`config.mk`:
```
export PLATFORM = sky130hd
export DESIGN_NAME = health_check_hysteresis
export DESIGN_NICKNAME = d
export VERILOG_FILES = /design/src/hdl/hch_pkg.sv /design/src/hdl/health_check_hysteresis.sv /design/src/hdl/hch_front.sv /design/src/hdl/hch_queue.sv /design/src/hdl/hch_back.sv
export SDC_FILE = /design/constraint.sdc
export NUM_CORES = 1
export LEC_CHECK = 0
export ABC_AREA = 1
export BUFFER_PORTS_ARGS = -buffer_cell sky130_fd_sc_hd__buf_2
export CAP_MARGIN = 10
export CORE_AREA = 2 2 227 319
export DETAILED_ROUTE_END_ITERATION = 8
export DIE_AREA = 0 0 229 321
export PLACE_DENSITY = 0.76
export SLEW_MARGIN = 30
export SYNTH_ARGS = -nofsm -noshare
export SYNTH_HDL_FRONTEND = slang
export SYNTH_SLANG_ARGS = --single-unit
```
`constraint.sdc`:
```
create_clock -name clock -period 5.2 [get_ports clock]
set_input_delay 0.78 -clock clock [delete_from_list [all_inputs] [get_ports clock]]
set_output_delay 0.78 -clock clock [all_outputs]
set_load 0.02 [all_outputs]
```
`src/hdl/hch_pkg.sv`:
```
// -----------------------------------------------------------------------------
// hch_pkg
// Shared types, register map and codes for the health check hysteresis block.
// -----------------------------------------------------------------------------
package hch_pkg;

   localparam int WEIGHT_SCALE_DEF = 16;
   localparam int QUEUE_DEPTH      = 2;
   localparam int CSR_ADDR_W       = 5;
   localparam int CSR_DATA_W       = 32;
   // wide enough for a 9-bit weight times a scale of up to 256
   localparam int PROD_W           = 18;
   localparam logic [12:0] WEIGHT_MAX = 13'd8191;

   // outcome codes; every code from FAIL upward counts as a failure
   localparam logic [1:0] OUTCOME_PASS  = 2'd0;
   localparam logic [1:0] OUTCOME_DRAIN = 2'd1;
   localparam logic [1:0] OUTCOME_FAIL  = 2'd2;

   // event codes
   localparam logic [2:0] EV_NONE        = 3'd0;
   localparam logic [2:0] EV_UP          = 3'd1;
   localparam logic [2:0] EV_DOWN        = 3'd2;
   localparam logic [2:0] EV_DRAIN_START = 3'd3;
   localparam logic [2:0] EV_DRAIN_END   = 3'd4;

   // register indexes (byte address is four times the index)
   localparam logic [2:0] CSR_RISE      = 3'd0;
   localparam logic [2:0] CSR_FALL      = 3'd1;
   localparam logic [2:0] CSR_SLOWSTART = 3'd2;
   localparam logic [2:0] CSR_WEIGHT    = 3'd3;
   localparam logic [2:0] CSR_DRAIN_EN  = 3'd4;
   localparam logic [2:0] CSR_DYNAMIC   = 3'd5;

   typedef struct packed {
      logic [1:0]  outcome;
      logic [31:0] now_seconds;
   } req_type;

   typedef struct packed {
      logic        server_up;
      logic        going_down;
      logic        warming_up;
      logic [8:0]  health_level;
      logic [2:0]  event_code;
      logic [12:0] weight_out;
      logic [31:0] fail_total;
      logic [31:0] down_events;
      logic [31:0] down_seconds;
   } rsp_type;

   typedef struct packed {
      logic [7:0]  rise_count;
      logic [7:0]  fall_count;
      logic [15:0] slowstart_seconds;
      logic [8:0]  user_weight;
      logic        drain_enable;
      logic        dynamic_weight;
   } cfg_type;

   // classified check, as queued between front and back
   typedef struct packed {
      logic        is_fail;
      logic        drain_req;
      logic [31:0] now_seconds;
   } cmd_type;

endpackage

```
`src/hdl/health_check_hysteresis.sv`:
```
// -----------------------------------------------------------------------------
// health_check_hysteresis
// Rise/fall health check counter for one server with drain and slow-start
// weight ramp.
//
//   channel   ports                       role
//   req       req_valid/req_stall/req_data  check outcome and time, in
//   rsp       rsp_valid/rsp_stall/rsp_data  server status after the check, out
//   csr       psel/penable/pwrite/paddr...  register write and read
//
// A check passes through pop, prep and apply before its result shows; a pass
// during a dynamic slow-start ramp also runs the one-bit-per-cycle ceiling
// divider and the weight multiply between prep and apply.
// Reset clears the server state (server down, counter and weight zero) and loads the register defaults.
// A two-entry queue keeps accepting checks until it is full while a result waits on rsp_stall.
// -----------------------------------------------------------------------------
module health_check_hysteresis #(
   parameter int WEIGHT_SCALE = hch_pkg::WEIGHT_SCALE_DEF
) (
   input  logic                             clock,
   input  logic                             reset,
   input  logic                             req_valid,
   output logic                             req_stall,
   input  hch_pkg::req_type                 req_data,
   output logic                             rsp_valid,
   input  logic                             rsp_stall,
   output hch_pkg::rsp_type                 rsp_data,
   input  logic                             psel,
   input  logic                             penable,
   input  logic                             pwrite,
   input  logic [hch_pkg::CSR_ADDR_W-1:0]   paddr,
   input  logic [hch_pkg::CSR_DATA_W-1:0]   pwdata,
   output logic [hch_pkg::CSR_DATA_W-1:0]   prdata,
   output logic                             pready
);
   import hch_pkg::*;

   cfg_type    cfg_ff;
   logic [2:0] reg_idx;
   logic       wr_en;
   logic       q_full, q_empty, q_push, q_pop;
   cmd_type    push_cmd, pop_cmd;

   assign pready  = 1'b1;
   assign reg_idx = paddr[4:2];
   assign wr_en   = psel && penable && pwrite && pready;

   always_ff @(posedge clock) begin
      if (reset) begin
         cfg_ff.rise_count        <= 8'd2;
         cfg_ff.fall_count        <= 8'd3;
         cfg_ff.slowstart_seconds <= 16'd0;
         cfg_ff.user_weight       <= 9'd1;
         cfg_ff.drain_enable      <= 1'b0;
         cfg_ff.dynamic_weight    <= 1'b0;
      end else if (wr_en) begin
         unique case (reg_idx)
            CSR_RISE:      cfg_ff.rise_count        <= pwdata[7:0];
            CSR_FALL:      cfg_ff.fall_count        <= pwdata[7:0];
            CSR_SLOWSTART: cfg_ff.slowstart_seconds <= pwdata[15:0];
            CSR_WEIGHT:    cfg_ff.user_weight       <= pwdata[8:0];
            CSR_DRAIN_EN:  cfg_ff.drain_enable      <= pwdata[0];
            CSR_DYNAMIC:   cfg_ff.dynamic_weight    <= pwdata[0];
            default: begin
               // drop writes past the register map
            end
         endcase
      end
   end

   always_comb begin
      unique case (reg_idx)
         CSR_RISE:      prdata = {24'd0, cfg_ff.rise_count};
         CSR_FALL:      prdata = {24'd0, cfg_ff.fall_count};
         CSR_SLOWSTART: prdata = {16'd0, cfg_ff.slowstart_seconds};
         CSR_WEIGHT:    prdata = {23'd0, cfg_ff.user_weight};
         CSR_DRAIN_EN:  prdata = {31'd0, cfg_ff.drain_enable};
         CSR_DYNAMIC:   prdata = {31'd0, cfg_ff.dynamic_weight};
         default:       prdata = '0;
      endcase
   end

   hch_front u_front (
      .req_valid (req_valid),
      .req_stall (req_stall),
      .req_data  (req_data),
      .q_full    (q_full),
      .q_push    (q_push),
      .q_data    (push_cmd)
   );

   hch_queue u_queue (
      .clock     (clock),
      .reset     (reset),
      .push      (q_push),
      .push_data (push_cmd),
      .full      (q_full),
      .pop       (q_pop),
      .pop_data  (pop_cmd),
      .empty     (q_empty)
   );

   hch_back #(
      .WEIGHT_SCALE (WEIGHT_SCALE)
   ) u_back (
      .clock     (clock),
      .reset     (reset),
      .cfg       (cfg_ff),
      .q_empty   (q_empty),
      .q_pop     (q_pop),
      .q_data    (pop_cmd),
      .rsp_valid (rsp_valid),
      .rsp_stall (rsp_stall),
      .rsp_data  (rsp_data)
   );

endmodule

```
`src/hdl/hch_front.sv`:
```
// -----------------------------------------------------------------------------
// hch_front
// Accepts check beats and classifies each outcome into a queued command.
// -----------------------------------------------------------------------------
module hch_front (
   input  logic             req_valid,
   output logic             req_stall,
   input  hch_pkg::req_type req_data,
   input  logic             q_full,
   output logic             q_push,
   output hch_pkg::cmd_type q_data
);
   import hch_pkg::*;

   assign req_stall = q_full;
   assign q_push    = req_valid && !q_full;

   always_comb begin
      q_data.is_fail     = (req_data.outcome >= OUTCOME_FAIL);
      q_data.drain_req   = (req_data.outcome == OUTCOME_DRAIN);
      q_data.now_seconds = req_data.now_seconds;
   end

endmodule

```
`src/hdl/hch_queue.sv`:
```
// -----------------------------------------------------------------------------
// hch_queue
// Short command queue between the front and the back.
// -----------------------------------------------------------------------------
module hch_queue (
   input  logic             clock,
   input  logic             reset,
   input  logic             push,
   input  hch_pkg::cmd_type push_data,
   output logic             full,
   input  logic             pop,
   output hch_pkg::cmd_type pop_data,
   output logic             empty
);
   import hch_pkg::*;

   localparam int PTR_W = (QUEUE_DEPTH > 1) ? $clog2(QUEUE_DEPTH) : 1;
   localparam int CNT_W = $clog2(QUEUE_DEPTH + 1);

   cmd_type           entry_ff [QUEUE_DEPTH];
   logic [PTR_W-1:0]  wr_ptr_ff, wr_ptr_in;
   logic [PTR_W-1:0]  rd_ptr_ff, rd_ptr_in;
   logic [CNT_W-1:0]  count_ff, count_in;
   logic              do_push, do_pop;

   assign full     = (count_ff == CNT_W'(QUEUE_DEPTH));
   assign empty    = (count_ff == '0);
   assign do_push  = push && !full;
   assign do_pop   = pop && !empty;
   assign pop_data = entry_ff[rd_ptr_ff];

   always_comb begin
      wr_ptr_in = wr_ptr_ff;
      rd_ptr_in = rd_ptr_ff;
      count_in  = count_ff;
      if (do_push) begin
         wr_ptr_in = (wr_ptr_ff == PTR_W'(QUEUE_DEPTH - 1)) ? '0 : wr_ptr_ff + PTR_W'(1);
      end
      if (do_pop) begin
         rd_ptr_in = (rd_ptr_ff == PTR_W'(QUEUE_DEPTH - 1)) ? '0 : rd_ptr_ff + PTR_W'(1);
      end
      if (do_push && !do_pop) begin
         count_in = count_ff + CNT_W'(1);
      end else if (do_pop && !do_push) begin
         count_in = count_ff - CNT_W'(1);
      end
   end

   always_ff @(posedge clock) begin
      if (reset) begin
         wr_ptr_ff <= '0;
         rd_ptr_ff <= '0;
         count_ff  <= '0;
      end else begin
         wr_ptr_ff <= wr_ptr_in;
         rd_ptr_ff <= rd_ptr_in;
         count_ff  <= count_in;
      end
   end

   always_ff @(posedge clock) begin
      if (do_push) begin
         entry_ff[wr_ptr_ff] <= push_data;
      end
   end

endmodule

```
`src/hdl/hch_back.sv`:
```
// -----------------------------------------------------------------------------
// hch_back
// Runs one check against the hysteresis state: ramp divider, weight multiply,
// state update and result register.
// -----------------------------------------------------------------------------
module hch_back #(
   parameter int WEIGHT_SCALE = hch_pkg::WEIGHT_SCALE_DEF
) (
   input  logic             clock,
   input  logic             reset,
   input  hch_pkg::cfg_type cfg,
   input  logic             q_empty,
   output logic             q_pop,
   input  hch_pkg::cmd_type q_data,
   output logic             rsp_valid,
   input  logic             rsp_stall,
   output hch_pkg::rsp_type rsp_data
);
   import hch_pkg::*;

   localparam int SCALE_W = $clog2(WEIGHT_SCALE + 1);
   localparam int NUM_MAX = (WEIGHT_SCALE + 1) * 65535 - 1;
   localparam int NUM_W   = $clog2(NUM_MAX + 1);
   localparam int CNT_W   = $clog2(NUM_W);

   localparam logic [2:0] ST_IDLE  = 3'd0;
   localparam logic [2:0] ST_PREP  = 3'd1;
   localparam logic [2:0] ST_DIV   = 3'd2;
   localparam logic [2:0] ST_MUL   = 3'd3;
   localparam logic [2:0] ST_APPLY = 3'd4;

   logic [2:0]        state_ff, state_in;
   cmd_type           cmd_ff;
   logic              need_div_ff, warm_end_ff;
   logic [NUM_W-1:0]  num_ff, num_in;
   logic [15:0]       rem_ff, rem_in;
   logic [CNT_W-1:0]  cnt_ff, cnt_in;
   logic [12:0]       ramp_w_ff;

   // architectural state
   logic [8:0]  health_ff;
   logic        up_ff, drain_ff, warm_ff;
   logic [31:0] last_ff;
   logic [12:0] eff_ff;
   logic [31:0] failed_ff, downs_ff, dtime_ff;

   logic        rsp_valid_ff;
   rsp_type     rsp_data_ff;

   // prep
   logic        in_window;
   logic [15:0] elapsed;
   logic [NUM_W-1:0] num_start;
   // divider
   logic [16:0] shift_val;
   logic        div_ge;
   // weights
   logic [PROD_W-1:0] ramp_prod, full_prod;
   logic [12:0]       full_w;
   // apply
   logic [8:0]  rise9, sum9, top9, h_inc;
   logic        out_free, commit;
   logic [8:0]  h_n;
   logic        up_n, drain_n, warm_n;
   logic [31:0] last_n, failed_n, downs_n, dtime_n;
   logic [12:0] eff_n;
   logic [2:0]  ev;

   assign q_pop     = (state_ff == ST_IDLE) && !q_empty;
   assign out_free  = !rsp_valid_ff || !rsp_stall;
   assign commit    = (state_ff == ST_APPLY) && out_free;
   assign rsp_valid = rsp_valid_ff;
   assign rsp_data  = rsp_data_ff;

   // warm-up window test: last <= now < last + slowstart
   assign in_window = (cmd_ff.now_seconds >= last_ff) &&
                      ({1'b0, cmd_ff.now_seconds} <
                       ({1'b0, last_ff} + {17'd0, cfg.slowstart_seconds}));
   // inside the window the elapsed time is below 2^16
   assign elapsed   = cmd_ff.now_seconds[15:0] - last_ff[15:0];
   // ceiling numerator: scale * elapsed + slowstart - 1
   assign num_start = NUM_W'(WEIGHT_SCALE) * NUM_W'(elapsed)
                    + NUM_W'(cfg.slowstart_seconds) - NUM_W'(1);

   assign shift_val = {rem_ff, num_ff[NUM_W-1]};
   assign div_ge    = (shift_val >= {1'b0, cfg.slowstart_seconds});

   assign ramp_prod = PROD_W'(num_ff[SCALE_W-1:0]) * PROD_W'(cfg.user_weight);
   assign full_prod = PROD_W'(cfg.user_weight) * PROD_W'(WEIGHT_SCALE);
   assign full_w    = (full_prod > PROD_W'(WEIGHT_MAX)) ? WEIGHT_MAX : full_prod[12:0];

   assign rise9 = {1'b0, cfg.rise_count};
   assign sum9  = {1'b0, cfg.rise_count} + {1'b0, cfg.fall_count};
   assign top9  = (sum9 == '0) ? '0 : sum9 - 9'd1;
   assign h_inc = health_ff + 9'd1;

   // sequencer and divider
   always_comb begin
      state_in = state_ff;
      num_in   = num_ff;
      rem_in   = rem_ff;
      cnt_in   = cnt_ff;
      unique case (state_ff)
         ST_IDLE: begin
            if (!q_empty) begin
               state_in = ST_PREP;
            end
         end
         ST_PREP: begin
            num_in = num_start;
            rem_in = '0;
            cnt_in = CNT_W'(NUM_W - 1);
            if (!cmd_ff.is_fail && warm_ff && cfg.dynamic_weight && in_window) begin
               state_in = ST_DIV;
            end else begin
               state_in = ST_APPLY;
            end
         end
         ST_DIV: begin
            rem_in = div_ge ? 16'(shift_val - {1'b0, cfg.slowstart_seconds})
                            : shift_val[15:0];
            num_in = {num_ff[NUM_W-2:0], div_ge};
            cnt_in = cnt_ff - CNT_W'(1);
            if (cnt_ff == '0) begin
               state_in = ST_MUL;
            end
         end
         ST_MUL: begin
            state_in = ST_APPLY;
         end
         ST_APPLY: begin
            if (out_free) begin
               state_in = ST_IDLE;
            end
         end
         default: begin
            state_in = ST_IDLE;
         end
      endcase
   end

   // state update for one check
   always_comb begin
      h_n      = health_ff;
      up_n     = up_ff;
      drain_n  = drain_ff;
      warm_n   = warm_ff;
      last_n   = last_ff;
      eff_n    = eff_ff;
      failed_n = failed_ff;
      downs_n  = downs_ff;
      dtime_n  = dtime_ff;
      ev       = EV_NONE;
      if (cmd_ff.is_fail) begin
         if (health_ff > rise9) begin
            h_n      = health_ff - 9'd1;
            failed_n = failed_ff + 32'd1;
         end else begin
            if (health_ff == rise9) begin
               last_n  = cmd_ff.now_seconds;
               up_n    = 1'b0;
               drain_n = 1'b0;
               downs_n = downs_ff + 32'd1;
               ev      = EV_DOWN;
            end
            h_n = '0;
         end
      end else begin
         if (need_div_ff) begin
            eff_n = ramp_w_ff;
         end else if (warm_end_ff) begin
            warm_n = 1'b0;
            if (cfg.dynamic_weight) begin
               eff_n = full_w;
            end
         end
         if (up_ff && cfg.drain_enable) begin
            if (drain_ff && !cmd_ff.drain_req) begin
               drain_n = 1'b0;
               ev      = EV_DRAIN_END;
            end else if (!drain_ff && cmd_ff.drain_req) begin
               drain_n = 1'b1;
               ev      = EV_DRAIN_START;
            end
         end
         if (health_ff < top9) begin
            if (h_inc == rise9) begin
               if (last_ff < cmd_ff.now_seconds) begin
                  dtime_n = dtime_ff + (cmd_ff.now_seconds - last_ff);
               end
               last_n = cmd_ff.now_seconds;
               up_n   = 1'b1;
               if (cfg.slowstart_seconds != '0) begin
                  warm_n = 1'b1;
                  if (cfg.dynamic_weight) begin
                     eff_n = {4'd0, cfg.user_weight};
                  end
               end
               ev = EV_UP;
            end
            h_n = (h_inc >= rise9) ? top9 : h_inc;
         end
      end
   end

   always_ff @(posedge clock) begin
      if (reset) begin
         state_ff     <= ST_IDLE;
         rsp_valid_ff <= 1'b0;
         health_ff    <= '0;
         up_ff        <= 1'b0;
         drain_ff     <= 1'b0;
         warm_ff      <= 1'b0;
         last_ff      <= '0;
         eff_ff       <= '0;
         failed_ff    <= '0;
         downs_ff     <= '0;
         dtime_ff     <= '0;
      end else begin
         state_ff <= state_in;
         if (commit) begin
            rsp_valid_ff <= 1'b1;
            health_ff    <= h_n;
            up_ff        <= up_n;
            drain_ff     <= drain_n;
            warm_ff      <= warm_n;
            last_ff      <= last_n;
            eff_ff       <= eff_n;
            failed_ff    <= failed_n;
            downs_ff     <= downs_n;
            dtime_ff     <= dtime_n;
         end else if (!rsp_stall) begin
            rsp_valid_ff <= 1'b0;
         end
      end
   end

   always_ff @(posedge clock) begin
      if (q_pop) begin
         cmd_ff <= q_data;
      end
      if (state_ff == ST_PREP) begin
         need_div_ff <= !cmd_ff.is_fail && warm_ff && cfg.dynamic_weight && in_window;
         warm_end_ff <= !cmd_ff.is_fail && warm_ff && !in_window;
      end
      num_ff <= num_in;
      rem_ff <= rem_in;
      cnt_ff <= cnt_in;
      if (state_ff == ST_MUL) begin
         // saturate the ramped weight
         ramp_w_ff <= (ramp_prod > PROD_W'(WEIGHT_MAX)) ? WEIGHT_MAX : ramp_prod[12:0];
      end
      if (commit) begin
         rsp_data_ff.server_up    <= up_n;
         rsp_data_ff.going_down   <= drain_n;
         rsp_data_ff.warming_up   <= warm_n;
         rsp_data_ff.health_level <= h_n;
         rsp_data_ff.event_code   <= ev;
         rsp_data_ff.weight_out   <= eff_n;
         rsp_data_ff.fail_total   <= failed_n;
         rsp_data_ff.down_events  <= downs_n;
         rsp_data_ff.down_seconds <= dtime_n;
      end
   end

   a_drain_needs_up: assert property (@(posedge clock) disable iff (reset)
      !up_ff |-> !drain_ff)
      else $error("going_down set while server is down");

   a_up_event: assert property (@(posedge clock) disable iff (reset)
      rsp_valid_ff && (rsp_data_ff.event_code == EV_UP) |-> rsp_data_ff.server_up)
      else $error("up event reported with server down");

   a_down_event: assert property (@(posedge clock) disable iff (reset)
      rsp_valid_ff && (rsp_data_ff.event_code == EV_DOWN)
      |-> !rsp_data_ff.server_up && !rsp_data_ff.going_down)
      else $error("down event reported with server still up or draining");

   a_mul_after_div: assert property (@(posedge clock) disable iff (reset)
      (state_ff == ST_MUL) |-> ($past(state_ff) == ST_DIV))
      else $error("weight multiply entered without a division");

   a_commit_once: assert property (@(posedge clock) disable iff (reset)
      commit |=> (state_ff == ST_IDLE))
      else $error("sequencer did not return to idle after commit");

endmodule

```
==> run metrics <==
Tot Pwr 20.2 mW; Post-Route WL 82,000 µm; CP max-delay cell fa_1; Fin. Hold Viols 0; syn_area_per_cell 7.93 µm²; worst path required time approximately 5.8 ns; top-count cell post-synth nand2_1; Num CTS Buffers roughly 50; maximum clock insertion buffer count 3; drt first pass iters 5; clock-pin slew on the worst setup and hold paths 0.06 ns; status complete, no violations; Die H between 300 and 400 µm; Synth area leaders edfxtp_1 (27%), dfxtp_1 (13%), nand2_1 (11%); Most Used Layer, Global Route met2; drc violations 0; post-synth top area share between 20% and 30%; max-slew violation count 0; PwrDens 572 nW/µm²; Worst Skew between 0.02 and 0.03 ns; Root Buffer Master clkbuf_16; vias per cell 5.16; cell accounting for the most synthesized area edfxtp_1; fill count ~6,800; top cells by count, synth nand2_1 (892), inv_1 (651), a21oi_1 (349); worst path cell trace ha_1 -> fa_1 -> or2_0 -> and2_1 -> nor2_2 -> nand3_1 -> nor2_1 -> nand3_2 -> o21ai_0 -> ha_1 -> a21oi_1 -> o21ai_0 -> a31oi_1 -> o21a_1 -> buf_4 -> nand2_2 -> nor2_1 -> nand2_1 -> nand4_1 -> nand2_1 -> inv_1; Distinct cells, synth a little under 60; Worst-Margin Slew between 1 and 1.5 ns; final setup violation count 0; Wirelength per Cell 16.0 µm; Leak approximately 16 nW; ANT nets after route 0; TritonCTS clock tree done; initial antenna violation count 4; Setup Fix Bufs, Post-CTS 0; die width approximately 230 µm; gr ovfl total 0; number of port buffers between 200 and 250; EDFF count, synth between 200 and 300; CP Launch Point cfg_ff[27]$_SDFFE_PP1P_; initial DRC count between 1,500 and 2,000; setup tns final 0 ns; Cells after Synth roughly 4,000; Initial Utilization around 45%; post-CTS resize count 0; min cycle time layout approximately 4.6 ns; Crit Path Category flip-flop to flip-flop; Clk Latency, worst-skew pair approximately 0.62 ns; fraction of the cycle the final worst path needs 89.2%; hold_buf cts 0; met1 usage around a quarter; clock sinks roughly 500; Hold Path Class primary input to flip-flop; relative slew slack ~28%; nets@finish between 4,000 and 5,000; Fmax achieved roughly 220 MHz; Crit path largest cell delay around 0.45 ns; Yosys warning total 0; RePlAce Congestion ~0.97; Finished Core Util 49.7%; # IOs 237; register area share after synthesis about two fifths; M3 GR Usage ~3.2%; Worst Hold Launch req_data[28]; first-pass GRT wire length around 130,000 µm; vias in the first global route about 25,000; Reg-to-Reg Start cfg_ff[27]$_SDFFE_PP1P_; Peak VDD IR roughly 0.38 mV; crit path launch type flip-flop; CORE AREA 70,800 µm²; Rows ~120; synthesized cell area roughly 32,000 µm²; area grow syn2layout 11.4%; pin count of the biggest net entering global routing 98; GRT Util Overall a little over a fifth; Die Area ~74,000 µm²; CTS H-tree lvls 2; CP Capture Type flip-flop; critical path arrival roughly 5.2 ns; Async SR Flop Fraction 0%; Main synth FF type edfxtp_1; RSZ-0062 raised after global routing false; via count between 20,000 and 30,000; met2 Use GR between 30 and 40%; Post-Place Cells between 5,000 and 6,000; Non-Filler Instances approximately 5,000; crit-path max FO 15; share of cells above drive strength 1 about 8.4%; max_cap viols 0; DP HPWL 62,300 µm; #FFs+latches synth about 490
-- metrics by stage --
step | setup slack [ns] | instance area [µm²] | hold WS [ns]
2_1_floorplan | 0.958 | 31700 | 0.475
3_3_place_gp | 0.395 | 33500 | 0.490
3_5_place_dp | 0.315 | 33500 | 0.495
4_1_cts | 0.299 | 35200 | 0.308
5_1_grt | 0.247 | 35200 | 0.326
6_report | 0.563 | 35200 | 0.346
-- critical path: cells and delay by family, from the launching register on --
| kind | cells | cell delay (ns) |
|---|---|---|
| and+or+nand+nor | 11 | 2.07 |
| adders and majority gates | 3 | 1.03 |
| AOI/OAI and AO/OA | 5 | 0.81 |
| DFF | 1 | 0.33 |
| buffers and inverters | 2 | 0.32 |
-- layout make-up --
class | count | area (µm²) | share of cell area, %
repair buffers | 229 | 1280 | 3.64
inverters | 663 | 2500 | 7.10
clock inverters | 33 | 350 | 0.995
clock buffers | 57 | 1340 | 3.80
multi-input cells | 2709 | 16000 | 45.4
flip-flops and latches | 487 | 12600 | 35.7
well taps | 944 | 1180 | 3.35
diodes | 1 | 2.50 | 0.00710
-- worst paths after layout --
kind	depth (start not counted)	end	slack [ns]
worst max-delay path	21	u_back.health_ff[2]$_SDFFE_PP0P_	0.56
worst min-delay path	1	u_queue.entry_ff[1][28]$_DFFE_PP_	0.35
worst max register to register	21	u_back.health_ff[2]$_SDFFE_PP0P_	0.56
worst min register to register	2	u_back.cmd_ff[24]$_DFFE_PP_	0.51
-- power by group --
| group | switching (mW) | internal [mW] | total, mW |
|---|---|---|---|
| Clock | 1.60 | 2.12 | 3.72 |
| Sequential | 0.509 | 5.28 | 5.79 |
| Combinational | 6.96 | 3.67 | 10.6 |
-- metal layers --
metal | up-vias | share of wire (%)
li1 | 13325 | -
met3 | 204 | 5.4
met1 | 12106 | 40
met2 | 773 | 49
met5 | - | 0.034
met4 | 4 | 5.4
-- flip-flops by register name, indices dropped and copies added, names as in the netlist, 16 cells and up --
| register | flops |
|---|---|
| u_back.rsp_data | 124 |
| u_queue.entry_ff | 68 |
| cfg_ff | 43 |
| u_back.cmd_ff | 34 |
| u_back.downs_ff | 32 |
| u_back.dtime_ff | 32 |
| u_back.failed_ff | 32 |
| u_back.last_ff | 32 |
| u_back.num_ff | 21 |
| u_back.rem_ff | 16 |
-- placed cells by master, fill, tap and decap left out, drive strengths merged, types with 204 or more instances in the layout --
master and count:
inv 666, nor2 241, ha 235, nand3 233, dfxtp 204, a21oi 349, o21ai 243, buf 229
nand2 896, edfxtp 283
-- logic make-up (layout without fill, tap and decap cells) --
kind of cell               count (synthesis)  count (layout)  synth area share [%]
and+or+nand+nor                         1505            1505                  20.0
buffers and inverters                    805             982                  9.98
AOI/OAI and AO/OA                        722             722                  12.5
DFF                                      487             487                  39.8
adders and majority gates                292             292                  12.9
xor gates and xnor gates                 173             173                  4.79
other                                      2              18                0.0238
Power figures use the tool's default switching activity.
